**src/rtl/jpct_pkg.sv**
```systemverilog
`timescale 1ns / 1ps

package jpct_pkg;

   localparam int NUM_JOINTS_DEF = 8;

   localparam int IDX_W      = 3;
   localparam int SIG_W      = 32;
   localparam int ERR_W      = SIG_W + 1;
   localparam int GAIN_W     = 16;
   localparam int CSR_IDX_W  = 3;
   localparam int CSR_DATA_W = 16;
   localparam int QUEUE_DEPTH = 2;

   typedef enum logic [1:0] {
      LAW_PD   = 2'd0,
      LAW_PID  = 2'd1,
      LAW_CT   = 2'd2,
      LAW_HOLD = 2'd3
   } law_type;

   typedef enum logic [CSR_IDX_W-1:0] {
      CSR_CONTROL_LAW  = 3'd0,
      CSR_KP_MAIN      = 3'd1,
      CSR_KP_JOINT_TWO = 3'd2,
      CSR_KP_REST      = 3'd3,
      CSR_KD_FIRST     = 3'd4,
      CSR_KD_REST      = 3'd5,
      CSR_KI_GAIN      = 3'd6,
      CSR_STEP_TIME    = 3'd7
   } csr_index_type;

   typedef struct packed {
      law_type            law;
      logic [GAIN_W-1:0]  kp_main;
      logic [GAIN_W-1:0]  kp_joint_two;
      logic [GAIN_W-1:0]  kp_rest;
      logic [GAIN_W-1:0]  kd_first;
      logic [GAIN_W-1:0]  kd_rest;
      logic [GAIN_W-1:0]  ki_gain;
      logic [GAIN_W-1:0]  step_time;
   } cfg_type;

   localparam cfg_type CFG_RESET = '{
      law:          LAW_CT,
      kp_main:      16'd1600,
      kp_joint_two: 16'd1600,
      kp_rest:      16'd1600,
      kd_first:     16'd320,
      kd_rest:      16'd320,
      ki_gain:      16'd16000,
      step_time:    16'd655
   };

   typedef enum logic [1:0] {
      CMD_PD    = 2'd0,
      CMD_PID   = 2'd1,
      CMD_STORE = 2'd2,
      CMD_MAT   = 2'd3
   } cmd_kind_type;

   typedef struct packed {
      cmd_kind_type             kind;
      logic [IDX_W-1:0]         row;
      logic [IDX_W-1:0]         col;
      logic                     last_col;
      logic signed [ERR_W-1:0]  e;
      logic signed [ERR_W-1:0]  ev;
      logic [GAIN_W-1:0]        kp;
      logic [GAIN_W-1:0]        kd;
      logic signed [SIG_W-1:0]  entry;
      logic signed [SIG_W-1:0]  bias;
   } cmd_type;

   typedef enum logic [1:0] {
      B_IDLE   = 2'd0,
      B_ISSUE  = 2'd1,
      B_DRAIN  = 2'd2,
      B_FINISH = 2'd3
   } back_state_type;

endpackage

```
**src/rtl/jpct_if.sv**
```systemverilog


interface jpct_rsp_if;
   logic                                   valid;
   logic                                   ready;
   logic [jpct_pkg::IDX_W-1:0]             joint_index;
   logic signed [jpct_pkg::SIG_W-1:0]      torque;
   logic                                   saturated;
   logic                                   last;

   modport source (
      output valid, joint_index, torque, saturated, last,
      input  ready
   );

   modport sink (
      input  valid, joint_index, torque, saturated, last,
      output ready
   );
endinterface

```
**src/rtl/jpct_back.sv**
```systemverilog
`timescale 1ns / 1ps

module jpct_back #(
   parameter int NUM_JOINTS = jpct_pkg::NUM_JOINTS_DEF
) (
   input  logic                  clock,
   input  logic                  reset,
   input  jpct_pkg::cfg_type     cfg,
   input  logic                  q_valid,
   input  jpct_pkg::cmd_type     q_cmd,
   output logic                  q_pop,
   jpct_rsp_if.source            rsp_chan
);

   localparam int IW     = (NUM_JOINTS > 1) ? $clog2(NUM_JOINTS) : 1;
   localparam int ACC_W  = 52;   // kp*e + kd*ev + ki*integral, Q.20
   localparam int PROD_W = 64;
   localparam int MUL_W  = jpct_pkg::ERR_W;
   localparam int QW     = PROD_W - 16;  // product >> 16

   typedef enum logic [2:0] {
      OP_KP_E   = 3'd0,
      OP_KD_EV  = 3'd1,
      OP_DT_E   = 3'd2,
      OP_KI_INT = 3'd3,
      OP_MAT    = 3'd4
   } op_type;

   typedef struct packed {
      logic                 clip;
      logic signed [31:0]   val;
   } sat_type;

   localparam logic signed [64:0] SAT_MAX = 65'sd2147483647;
   localparam logic signed [64:0] SAT_MIN = -65'sd2147483648;

   function automatic sat_type sat32(input logic signed [64:0] v);
      sat_type r;
      r.clip = 1'b1;
      if (v > SAT_MAX) begin
         r.val = 32'sh7FFFFFFF;
      end else if (v < SAT_MIN) begin
         r.val = 32'sh80000000;
      end else begin
         r.clip = 1'b0;
         r.val  = v[31:0];
      end
      return r;
   endfunction

   function automatic op_type op_sel(input jpct_pkg::cmd_kind_type kind,
                                     input logic [1:0] step);
      op_type op;
      case (kind)
         jpct_pkg::CMD_PID: begin
            case (step)
               2'd0:    op = OP_DT_E;
               2'd1:    op = OP_KP_E;
               2'd2:    op = OP_KD_EV;
               default: op = OP_KI_INT;
            endcase
         end
         jpct_pkg::CMD_MAT: op = OP_MAT;
         default:           op = (step == 2'd0) ? OP_KP_E : OP_KD_EV;
      endcase
      return op;
   endfunction

   jpct_pkg::back_state_type state_ff, state_in;
   logic [1:0]                step_ff, step_in;
   jpct_pkg::cmd_type         cmd_ff, cmd_in;
   logic                      pv_ff, pv_in;
   op_type                    op_ff, op_in;
   logic signed [PROD_W-1:0]  prod_ff, prod_in;
   logic signed [ACC_W-1:0]   acc_ff, acc_in;
   logic signed [31:0]        int_new_ff, int_new_in;
   logic                      int_clip_ff, int_clip_in;
   logic signed [63:0]        row_acc_ff, row_acc_in;
   logic signed [31:0]        integ_ff [NUM_JOINTS];
   logic signed [31:0]        pd_ff [NUM_JOINTS];
   logic                      out_valid_ff, out_valid_in;
   logic [jpct_pkg::IDX_W-1:0] out_joint_ff, out_joint_in;
   logic signed [31:0]        out_torque_ff, out_torque_in;
   logic                      out_sat_ff, out_sat_in;

   op_type                    op_cur;
   logic [1:0]                last_step;
   logic signed [MUL_W-1:0]   mul_a, mul_b;
   logic signed [2*MUL_W-1:0] mul_full;
   logic signed [31:0]        pd_rd, int_rd;
   logic signed [QW-1:0]      prod_q;
   logic signed [QW:0]        int_sum;
   sat_type                   int_sat;
   sat_type                   t_pd;
   sat_type                   t_mat;
   logic                      emit;
   logic                      out_free;
   logic                      int_we;
   logic                      pd_we;

   always_comb begin
      state_in      = state_ff;
      step_in       = step_ff;
      cmd_in        = cmd_ff;
      pv_in         = 1'b0;
      op_in         = op_ff;
      prod_in       = prod_ff;
      acc_in        = acc_ff;
      int_new_in    = int_new_ff;
      int_clip_in   = int_clip_ff;
      row_acc_in    = row_acc_ff;
      out_valid_in  = out_valid_ff && !rsp_chan.ready;
      out_joint_in  = out_joint_ff;
      out_torque_in = out_torque_ff;
      out_sat_in    = out_sat_ff;
      q_pop         = 1'b0;
      int_we        = 1'b0;
      pd_we         = 1'b0;

      op_cur = op_sel(cmd_ff.kind, step_ff);
      case (cmd_ff.kind)
         jpct_pkg::CMD_PID: last_step = 2'd3;
         jpct_pkg::CMD_MAT: last_step = 2'd0;
         default:           last_step = 2'd1;
      endcase

      pd_rd  = pd_ff[IW'(cmd_ff.col)];
      int_rd = integ_ff[IW'(cmd_ff.row)];

      // shared multiplier operand select
      case (op_cur)
         OP_KP_E: begin
            mul_a = $signed({17'b0, cmd_ff.kp});
            mul_b = cmd_ff.e;
         end
         OP_KD_EV: begin
            mul_a = $signed({17'b0, cmd_ff.kd});
            mul_b = cmd_ff.ev;
         end
         OP_DT_E: begin
            mul_a = $signed({17'b0, cfg.step_time});
            mul_b = cmd_ff.e;
         end
         OP_KI_INT: begin
            mul_a = $signed({17'b0, cfg.ki_gain});
            mul_b = {int_new_ff[31], int_new_ff};
         end
         default: begin
            mul_a = {cmd_ff.entry[31], cmd_ff.entry};
            mul_b = {pd_rd[31], pd_rd};
         end
      endcase
      mul_full = mul_a * mul_b;

      // consume the registered product of the previous issue
      prod_q  = prod_ff[PROD_W-1:16];
      int_sum = {int_rd[31], {(QW-32){int_rd[31]}}, int_rd} + {prod_q[QW-1], prod_q};
      int_sat = sat32(65'(int_sum));
      if (pv_ff) begin
         case (op_ff)
            OP_DT_E: begin
               int_new_in  = int_sat.val;
               int_clip_in = int_sat.clip;
               int_we      = 1'b1;
            end
            OP_MAT: begin
               if (cmd_ff.col == '0) begin
                  row_acc_in = 64'(prod_q);
               end else begin
                  row_acc_in = row_acc_ff + 64'(prod_q);
               end
            end
            default: acc_in = acc_ff + prod_ff[ACC_W-1:0];
         endcase
      end

      t_pd     = sat32(65'($signed(acc_ff[ACC_W-1:4])));
      t_mat    = sat32(65'(row_acc_ff) + 65'(cmd_ff.bias));
      emit     = (cmd_ff.kind != jpct_pkg::CMD_STORE)
              && (cmd_ff.kind != jpct_pkg::CMD_MAT || cmd_ff.last_col);
      out_free = !out_valid_ff || rsp_chan.ready;

      case (state_ff)
         jpct_pkg::B_IDLE: begin
            if (q_valid) begin
               q_pop       = 1'b1;
               cmd_in      = q_cmd;
               step_in     = 2'd0;
               acc_in      = '0;
               int_clip_in = 1'b0;
               state_in    = jpct_pkg::B_ISSUE;
            end
         end
         jpct_pkg::B_ISSUE: begin
            pv_in   = 1'b1;
            op_in   = op_cur;
            prod_in = mul_full[PROD_W-1:0];
            if (step_ff == last_step) begin
               state_in = jpct_pkg::B_DRAIN;
            end else begin
               step_in = step_ff + 2'd1;
            end
         end
         jpct_pkg::B_DRAIN: begin
            state_in = jpct_pkg::B_FINISH;
         end
         jpct_pkg::B_FINISH: begin
            if (!emit || out_free) begin
               state_in = jpct_pkg::B_IDLE;
               if (cmd_ff.kind == jpct_pkg::CMD_STORE) begin
                  pd_we = 1'b1;
               end
               if (emit) begin
                  out_valid_in = 1'b1;
                  out_joint_in = cmd_ff.row;
                  if (cmd_ff.kind == jpct_pkg::CMD_MAT) begin
                     out_torque_in = t_mat.val;
                     out_sat_in    = t_mat.clip;
                  end else begin
                     out_torque_in = t_pd.val;
                     out_sat_in    = t_pd.clip || int_clip_ff;
                  end
               end
            end
         end
         default: state_in = jpct_pkg::B_IDLE;
      endcase
   end

   always_ff @(posedge clock) begin
      if (reset) begin
         state_ff     <= jpct_pkg::B_IDLE;
         step_ff      <= '0;
         pv_ff        <= 1'b0;
         row_acc_ff   <= '0;
         out_valid_ff <= 1'b0;
      end else begin
         state_ff     <= state_in;
         step_ff      <= step_in;
         pv_ff        <= pv_in;
         row_acc_ff   <= row_acc_in;
         out_valid_ff <= out_valid_in;
      end
   end

   always_ff @(posedge clock) begin
      cmd_ff        <= cmd_in;
      op_ff         <= op_in;
      prod_ff       <= prod_in;
      acc_ff        <= acc_in;
      int_new_ff    <= int_new_in;
      int_clip_ff   <= int_clip_in;
      out_joint_ff  <= out_joint_in;
      out_torque_ff <= out_torque_in;
      out_sat_ff    <= out_sat_in;
   end

   always_ff @(posedge clock) begin
      if (reset) begin
         for (int i = 0; i < NUM_JOINTS; i++) begin
            integ_ff[i] <= '0;
         end
      end else if (int_we) begin
         integ_ff[IW'(cmd_ff.row)] <= int_new_in;
      end
   end

   always_ff @(posedge clock) begin
      if (pd_we) begin
         pd_ff[IW'(cmd_ff.row)] <= t_pd.val;
      end
   end

   assign rsp_chan.valid       = out_valid_ff;
   assign rsp_chan.joint_index = out_joint_ff;
   assign rsp_chan.torque      = out_torque_ff;
   assign rsp_chan.saturated   = out_sat_ff;
   assign rsp_chan.last        = 1'b1;

endmodule

```
**src/flat_wrapper.sv**
```systemverilog
// flat-port wrapper written by rule: the top's interface ports become plain ports
module jpct_back_flat 
#(
   parameter int NUM_JOINTS = jpct_pkg::NUM_JOINTS_DEF
)
  (clock, reset, cfg, q_valid, q_cmd, q_pop, rsp_chan_valid, rsp_chan_joint_index, rsp_chan_torque, rsp_chan_saturated, rsp_chan_last, rsp_chan_ready);
  jpct_rsp_if rsp_chan_i ();
  input  logic clock;
  input  logic reset;
  input  jpct_pkg::cfg_type cfg;
  input  logic q_valid;
  input  jpct_pkg::cmd_type q_cmd;
  output logic q_pop;
  output wire logic [$bits(rsp_chan_i.valid)-1:0] rsp_chan_valid;
  output wire logic [$bits(rsp_chan_i.joint_index)-1:0] rsp_chan_joint_index;
  output wire logic [$bits(rsp_chan_i.torque)-1:0] rsp_chan_torque;
  output wire logic [$bits(rsp_chan_i.saturated)-1:0] rsp_chan_saturated;
  output wire logic [$bits(rsp_chan_i.last)-1:0] rsp_chan_last;
  input wire logic [$bits(rsp_chan_i.ready)-1:0] rsp_chan_ready;
  assign rsp_chan_valid = rsp_chan_i.valid;
  assign rsp_chan_joint_index = rsp_chan_i.joint_index;
  assign rsp_chan_torque = rsp_chan_i.torque;
  assign rsp_chan_saturated = rsp_chan_i.saturated;
  assign rsp_chan_last = rsp_chan_i.last;
  assign rsp_chan_i.ready = rsp_chan_ready;
  jpct_back #(.NUM_JOINTS(NUM_JOINTS)) u_core (.clock(clock), .reset(reset), .cfg(cfg), .q_valid(q_valid), .q_cmd(q_cmd), .q_pop(q_pop), .rsp_chan(rsp_chan_i));
endmodule
```
**config.mk**
```make
export PLATFORM = sky130hd
export DESIGN_NAME = jpct_back_flat
export DESIGN_NICKNAME = d
export VERILOG_FILES = /design/src/rtl/jpct_pkg.sv /design/src/rtl/jpct_if.sv /design/src/rtl/jpct_back.sv /design/src/flat_wrapper.sv
export SDC_FILE = /design/constraint.sdc
export NUM_CORES = 2
export LEC_CHECK = 0
export ABC_AREA = 1
export BUFFER_PORTS_ARGS = -buffer_cell sky130_fd_sc_hd__buf_2
export CAP_MARGIN = 20
export CELL_PAD_IN_SITES_DETAIL_PLACEMENT = 0
export CELL_PAD_IN_SITES_GLOBAL_PLACEMENT = 1
export CORE_UTILIZATION = 45
export DETAILED_ROUTE_END_ITERATION = 12
export PLACE_DENSITY_LB_ADDON = 0.1
export SKIP_LAST_GASP = 1
export SYNTH_ARGS = -nofsm -noshare
export SYNTH_HDL_FRONTEND = slang
export SYNTH_SLANG_ARGS = --single-unit
```
**constraint.sdc**
```tcl
create_clock -name clock -period 9.9 [get_ports clock]
set_clock_uncertainty 0.2 [all_clocks]
set_input_delay 0.99 -clock clock [delete_from_list [all_inputs] [get_ports clock]]
set_output_delay 0.99 -clock clock [all_outputs]
set_load 0.01 [all_outputs]
```
Word level (Yosys, flattened, before mapping)
Memory sizes are Yosys's and may differ from the RTL's. A register that Yosys moved wholly into a read port is not among the register bits.
Index checks and enable logic that the tools add are counted.

word-level totals
  register bits = 429
  memory bits (writable) = 512
  input bits = 289
  output and inout bits = 39
  logic and storage cells = 140
  memories kept = 2

operators by class
  $add $sub $neg = 5
  multipliers = 1
  $lt $le $gt $ge = 6
  eq/ne operators = 20
  mux-type cells = 61
  reductions and logical operators = 22

memory list
  memory           words  bits a word  rd ports  clocked after Yosys merged registers in  write ports  RTL line         text
  u_core.integ_ff  8      32           1         1                                        8            jpct_back.sv:79  logic signed [31:0] integ_ff [NUM_JOINTS];
  u_core.pd_ff     8      32           1         1                                        1            jpct_back.sv:80  logic signed [31:0] pd_ff [NUM_JOINTS];

operators by type and width
  cell                  number
  $mux 32               10
  $mux 52               4
  $pmux 33 s4           1
  $pmux 33 s3           1
  $add 64x32->65        1
  $gt 65x32->1 const B  1
  $lt 65x32->1 const B  1
  $add 64x48->64        1
  $mul 33x33->64        1
  $mux 64               1
  $add 52x52->52        1
  $add 32x48->49        1
  $gt 49x32->1 const B  1
  $lt 49x32->1 const B  1
  $gt 48x32->1 const B  1
  $lt 48x32->1 const B  1
  $reduce_or 32->1      1
  $mux 1                31
  $eq 2x2->1 const B    5
  $mux 2                5
  $eq 3x2->1 const B    3
  $mux 3                3
  $reduce_and 3->1      3
  $ne 2x2->1 const B    4
  other kinds (18)      32

Longest topological paths before layout
  depth after elaboration = 9
  mapped depth = 45
  depth with buffers taken out = 44

Least setup slack after synthesis
Ideal clock, no wire load.

  kind = register to register
  start point = reg u_core.step_ff[0]
  end point = reg u_core.prod_ff[61], data pin
  setup time = 265 ps
  arrival time = 8681 ps
  data required time = 9435 ps
  slack = 754 ps
  cell stages (with the launch flop) = 35
  path buffers = 3
  clock period less this slack = 9146 ps
  cell sequence = dfxtp_1 -> inv_1 -> ha_1 -> nor2_2 -> inv_1 -> nand2_1 -> inv_2 -> clkbuf_1 -> nand2_1 -> o21ai_0 -> o21ai_0 -> clkbuf_1 -> buf_2 -> nor2_1 -> fa_1 -> fa_1 -> fa_1 -> inv_1 -> fa_1 -> inv_1 -> fa_1 -> fa_1 -> fa_1 -> inv_1 -> fa_1 -> inv_1 -> ha_1 -> a21oi_1 -> o21a_1 -> o221ai_1 -> a21oi_1 -> o21bai_1 -> a21oi_1 -> o21ai_0 -> xor2_1

between the ends
  longest elaborated chain between the ends = 7
  elaborated cells on any way between the ends = 14
  those cells by class = mul: 1; eq/ne: 5; mux: 5; reduce/logical: 3

RTL lines
  what                                           RTL line          text
  from (decl)                                    jpct_back.sv:70   logic [1:0] step_ff, step_in;
  from (signal assigned)                         jpct_back.sv:239  step_ff <= step_in;
  $eq 2x2->1, or another cell as far along       jpct_back.sv:56   case (step)
  $pmux 2 s3 (*)                                 jpct_back.sv:56
  $pmux 3 s2 (*)                                 jpct_back.sv:54   case (kind)
  named net u_core.op_cur[1]                     jpct_back.sv:86   op_type op_cur;
  $eq 3x2->1 or $logic_not 3->1 (tied branches)  jpct_back.sv:131  case (op_cur)
  $reduce_or 2->1 (no line)                      n/a
  $pmux 33 s3                                    jpct_back.sv:131
  $mul 33x33->64 (*)                             jpct_back.sv:153  mul_full = mul_a * mul_b;
  named net u_core.mul_full[61]                  jpct_back.sv:89   logic signed [2*MUL_W-1:0] mul_full;
  to (signal assigned)                           jpct_back.sv:249  prod_ff <= prod_in;
  to (decl)                                      jpct_back.sv:74   logic signed [PROD_W-1:0] prod_ff, prod_in;

Mark *: on every way through the listed nets, which the timed path passes. The rest lies on a longest branch.
A chain may end at the register's enable or synchronous reset.

Final worst setup path
  start point = reg u_core.step_ff[0]
  end point = reg u_core.prod_ff[63], data pin

between the ends
  longest elaborated chain between the ends = 7
  elaborated cells on any way between the ends = 14
  those cells by class = mul: 1; eq/ne: 5; mux: 5; reduce/logical: 3

RTL lines
  what                                           RTL line
  $eq 2x2->1, or another cell as far along       jpct_back.sv:56
  $pmux 2 s3 or $mux 1 (tied branches)           jpct_back.sv:56, jpct_back.sv:64
  $pmux 3 s2 (*)                                 jpct_back.sv:54
  named net u_core.op_cur[0]                     jpct_back.sv:86
  $eq 3x2->1 or $logic_not 3->1 (tied branches)  jpct_back.sv:131
  $reduce_or 2->1 (no line)                      n/a
  $pmux 33 s3                                    jpct_back.sv:131
  $mul 33x33->64 (*)                             jpct_back.sv:153
  named net u_core.mul_full[63]                  jpct_back.sv:89

Marked as above.

==> results.ini <==
[sta]
slew_viol_final=0
period_share_pct=97.43
finalWorstSetupSlack_ns=0.2540
min_period_ns=9.646
max_slew_margin_pct=18.88
report.final.setup_viol=0
tightest_slew_ns=1.209
hold_violations=0
fmaxAchievable_ghz=0.1037
rsz0062_at_grt=yes

[worst_setup_path]
worstSetupStartpointType=flip-flop
path_class=reg -> reg
cp.required_ns=10.15
cp-end-kind=flip-flop
r2r_slack_ns=0.25
max_stage_delay_ns=0.78
path_max_fanout=31
critPathSlowestCell=fa_1
crit_path_frequent_cell=fa_1
worst_ep_arrival_time_ns=9.89

[synth]
synth_cell_types=64
syn_area_per_cell_um2=8.332
ys_seq_area_share_pct=29.10
synth_edf_count=786
yosys-top-cells-area=edfxtp_1, fa_1, nand2_1
syn-num-nets=12910
synth-main-ff-cell=edfxtp_1
synth_seq_cells=947
synth_top_area_share_pct=25.61
synth_top_area_cell=edfxtp_1
yosysWarnings=0
synthArstFlopShare_pct=0
syn-cell-area_um2=92170
syn_inst=11060
synth.most_common_cell=nand2_1
synth.top_cells.by_count=nand2_1, inv_1, nor2_1

[drt]
dr.pass1.iters=7
wirelength_um=345300
wl_met1_um=140000
final_antenna_net_count=0
drt-initial-drc-count=6627
vias=77260
routedWlPerCell_um=24.03
wl_met3_um=21550
wl_met2_um=164700
drc=0
viasPerCell=5.376
top_layer_used=met5

[clock_tree]
cts_root_buffer=clkbuf_16
htree_levels=3
clock_path_buffers=3
cts_tree=yes
cts.sinks=947
clk_pin_slew_worst_paths_ns=0.06
clk_latency_ns=0.79
cts_buffers=106

[status]
status=finished, final reports clean

[place]
gp_congestion=0.9833
dpl.hpwl_um=278500
preCtsSetupSlack_ns=-0.1863
portBuffers=244
placed_area_um2=100200

[global_routing]
grt_use_total_pct=33.15
grt_start_max_net_pins=78
grt_pass1_vias=76630
antenna_found_initial=18
grt_pass1_wl_um=498300
grt_overflow=0

[floorplan]
coreArea_um2=202900
die_w_um=454.6
num_rows=165
initial_core_util_pct=45.42
io_pins=328
dieArea_um2=206600
dieHeight_um=454.6

[layout]
fin_area_um2=104400
drive_above_1_share_pct=11.01
layout.nets=13440
syn_to_final_growth_pct=13.25
utilization_pct=51.43

[hold_path]
worstHoldPathType=in -> reg

[flow_run]
maxCapViolations=0

per-stage QoR:
stage / TNS (ns) / hold slack, ns / instances
floorplan: 0 / 0.2244 / 11060
global placement: -0.3239 / 0.3012 / 14150
detailed placement: -0.5006 / 0.3041 / 14150
CTS: 0 / 0.1291 / 14360
global route: -0.1406 / 0.1508 / 14370
finish: 0 / 0.1794 / 14370
registers in the layout, summed over array words and instances, names as in the netlist, named ones only:
register	cells
u_core.int_new_ff	32
u_core.pv_ff	1
u_core.int_clip_ff	1
u_core.integ_ff	256
u_core.prod_ff	64
u_core.state_ff	2
u_core.pd_ff	256
u_core.rsp_chan.valid	1
u_core.row_acc_ff	64
u_core.rsp_chan.joint_index	3
u_core.acc_ff	52
u_core.step_ff	2
u_core.op_ff	3
u_core.rsp_chan.saturated	1
u_core.cmd_ff	171
u_core.rsp_chan.torque	32
metal layers:
metal / GRT usage (%) / up-vias
met3: 4.484 / 534
li1: - / 35910
met4: 16.27 / 6
met1: 42.43 / 38240
met5: 0 / -
met2: 55.17 / 2575
worst paths after layout:
check,cells after the start,endpoint,startpoint
max,31,u_core.prod_ff[63],u_core.step_ff[0]
min,1,u_core.cmd_ff[16],q_cmd[16]
max reg2reg,31,u_core.prod_ff[63],u_core.step_ff[0]
min reg2reg,2,u_core.row_acc_ff[46],u_core.row_acc_ff[46]
cells in the final DEF, fill, tap and decap left out, types with 15 or more instances in the layout:
| cell | count |
|---|---|
| dfxtp_1 | 156 |
| o21ai_2 | 23 |
| clkbuf_1 | 28 |
| buf_4 | 484 |
| o21ai_0 | 404 |
| a221oi_1 | 30 |
| clkbuf_8 | 15 |
| a31oi_1 | 76 |
| nand3_1 | 253 |
| nand3_2 | 17 |
| fa_1 | 1106 |
| o22ai_1 | 32 |
| edfxtp_1 | 786 |
| nand2_2 | 84 |
| buf_2 | 244 |
| o21bai_1 | 22 |
| inv_2 | 47 |
| nor2_1 | 1539 |
| nand4_1 | 105 |
| a221o_1 | 23 |
| a22oi_1 | 30 |
| o21ai_1 | 21 |
| nor2_2 | 65 |
| clkbuf_16 | 107 |
| buf_12 | 70 |
| o211ai_1 | 66 |
| ha_1 | 443 |
| nor3_1 | 47 |
| o21a_1 | 32 |
| nand2_1 | 2368 |
| clkinv_2 | 15 |
| xnor2_1 | 73 |
| clkinv_1 | 25 |
| a21o_1 | 26 |
| inv_1 | 1919 |
| a21oi_1 | 573 |
| xor2_1 | 120 |
logic make-up after synthesis:
| family | share of synthesized area, % |
|---|---|
| flops | 29.10 |
| xor+xnor | 1.834 |
| simple gates | 20.10 |
| buf+inv | 9.874 |
| fa+ha+maj | 30.13 |
| compound gates | 8.958 |
| other cells | 0.004068 |
cell type report:
type	count	area, µm²
antenna	10	25.02
clock buffer	149	2964
clock inverter	52	773.2
fill	19560	98560
inverter	1988	7482
multi-input combinational	7749	56570
sequential	947	26840
tap	2672	3343
timing repair buffer	804	6390
what timing repair did:
item | in CTS | in global routing
cloned | 0 | 1
hold buffers | 0 | 0
setup endpoints to repair | 8 | 20
hold endpoints to repair | 0 | 0
buffers inserted | 5 | 1
pin swaps | 1 | 3
resized for setup | 5 | 47
worst max-delay path: cells and delay by family (launching register included):
family | cells | cell delay [ns]
flops | 1 | 0.34
simple gates | 4 | 0.51
fa+ha+maj | 9 | 4.81
xor+xnor | 6 | 1.35
compound gates | 3 | 0.39
buf+inv | 9 | 1.65
Power is left out: the tool's default activity adds up to more than one toggle a clock period on the data nets, which glitch-free logic cannot reach.
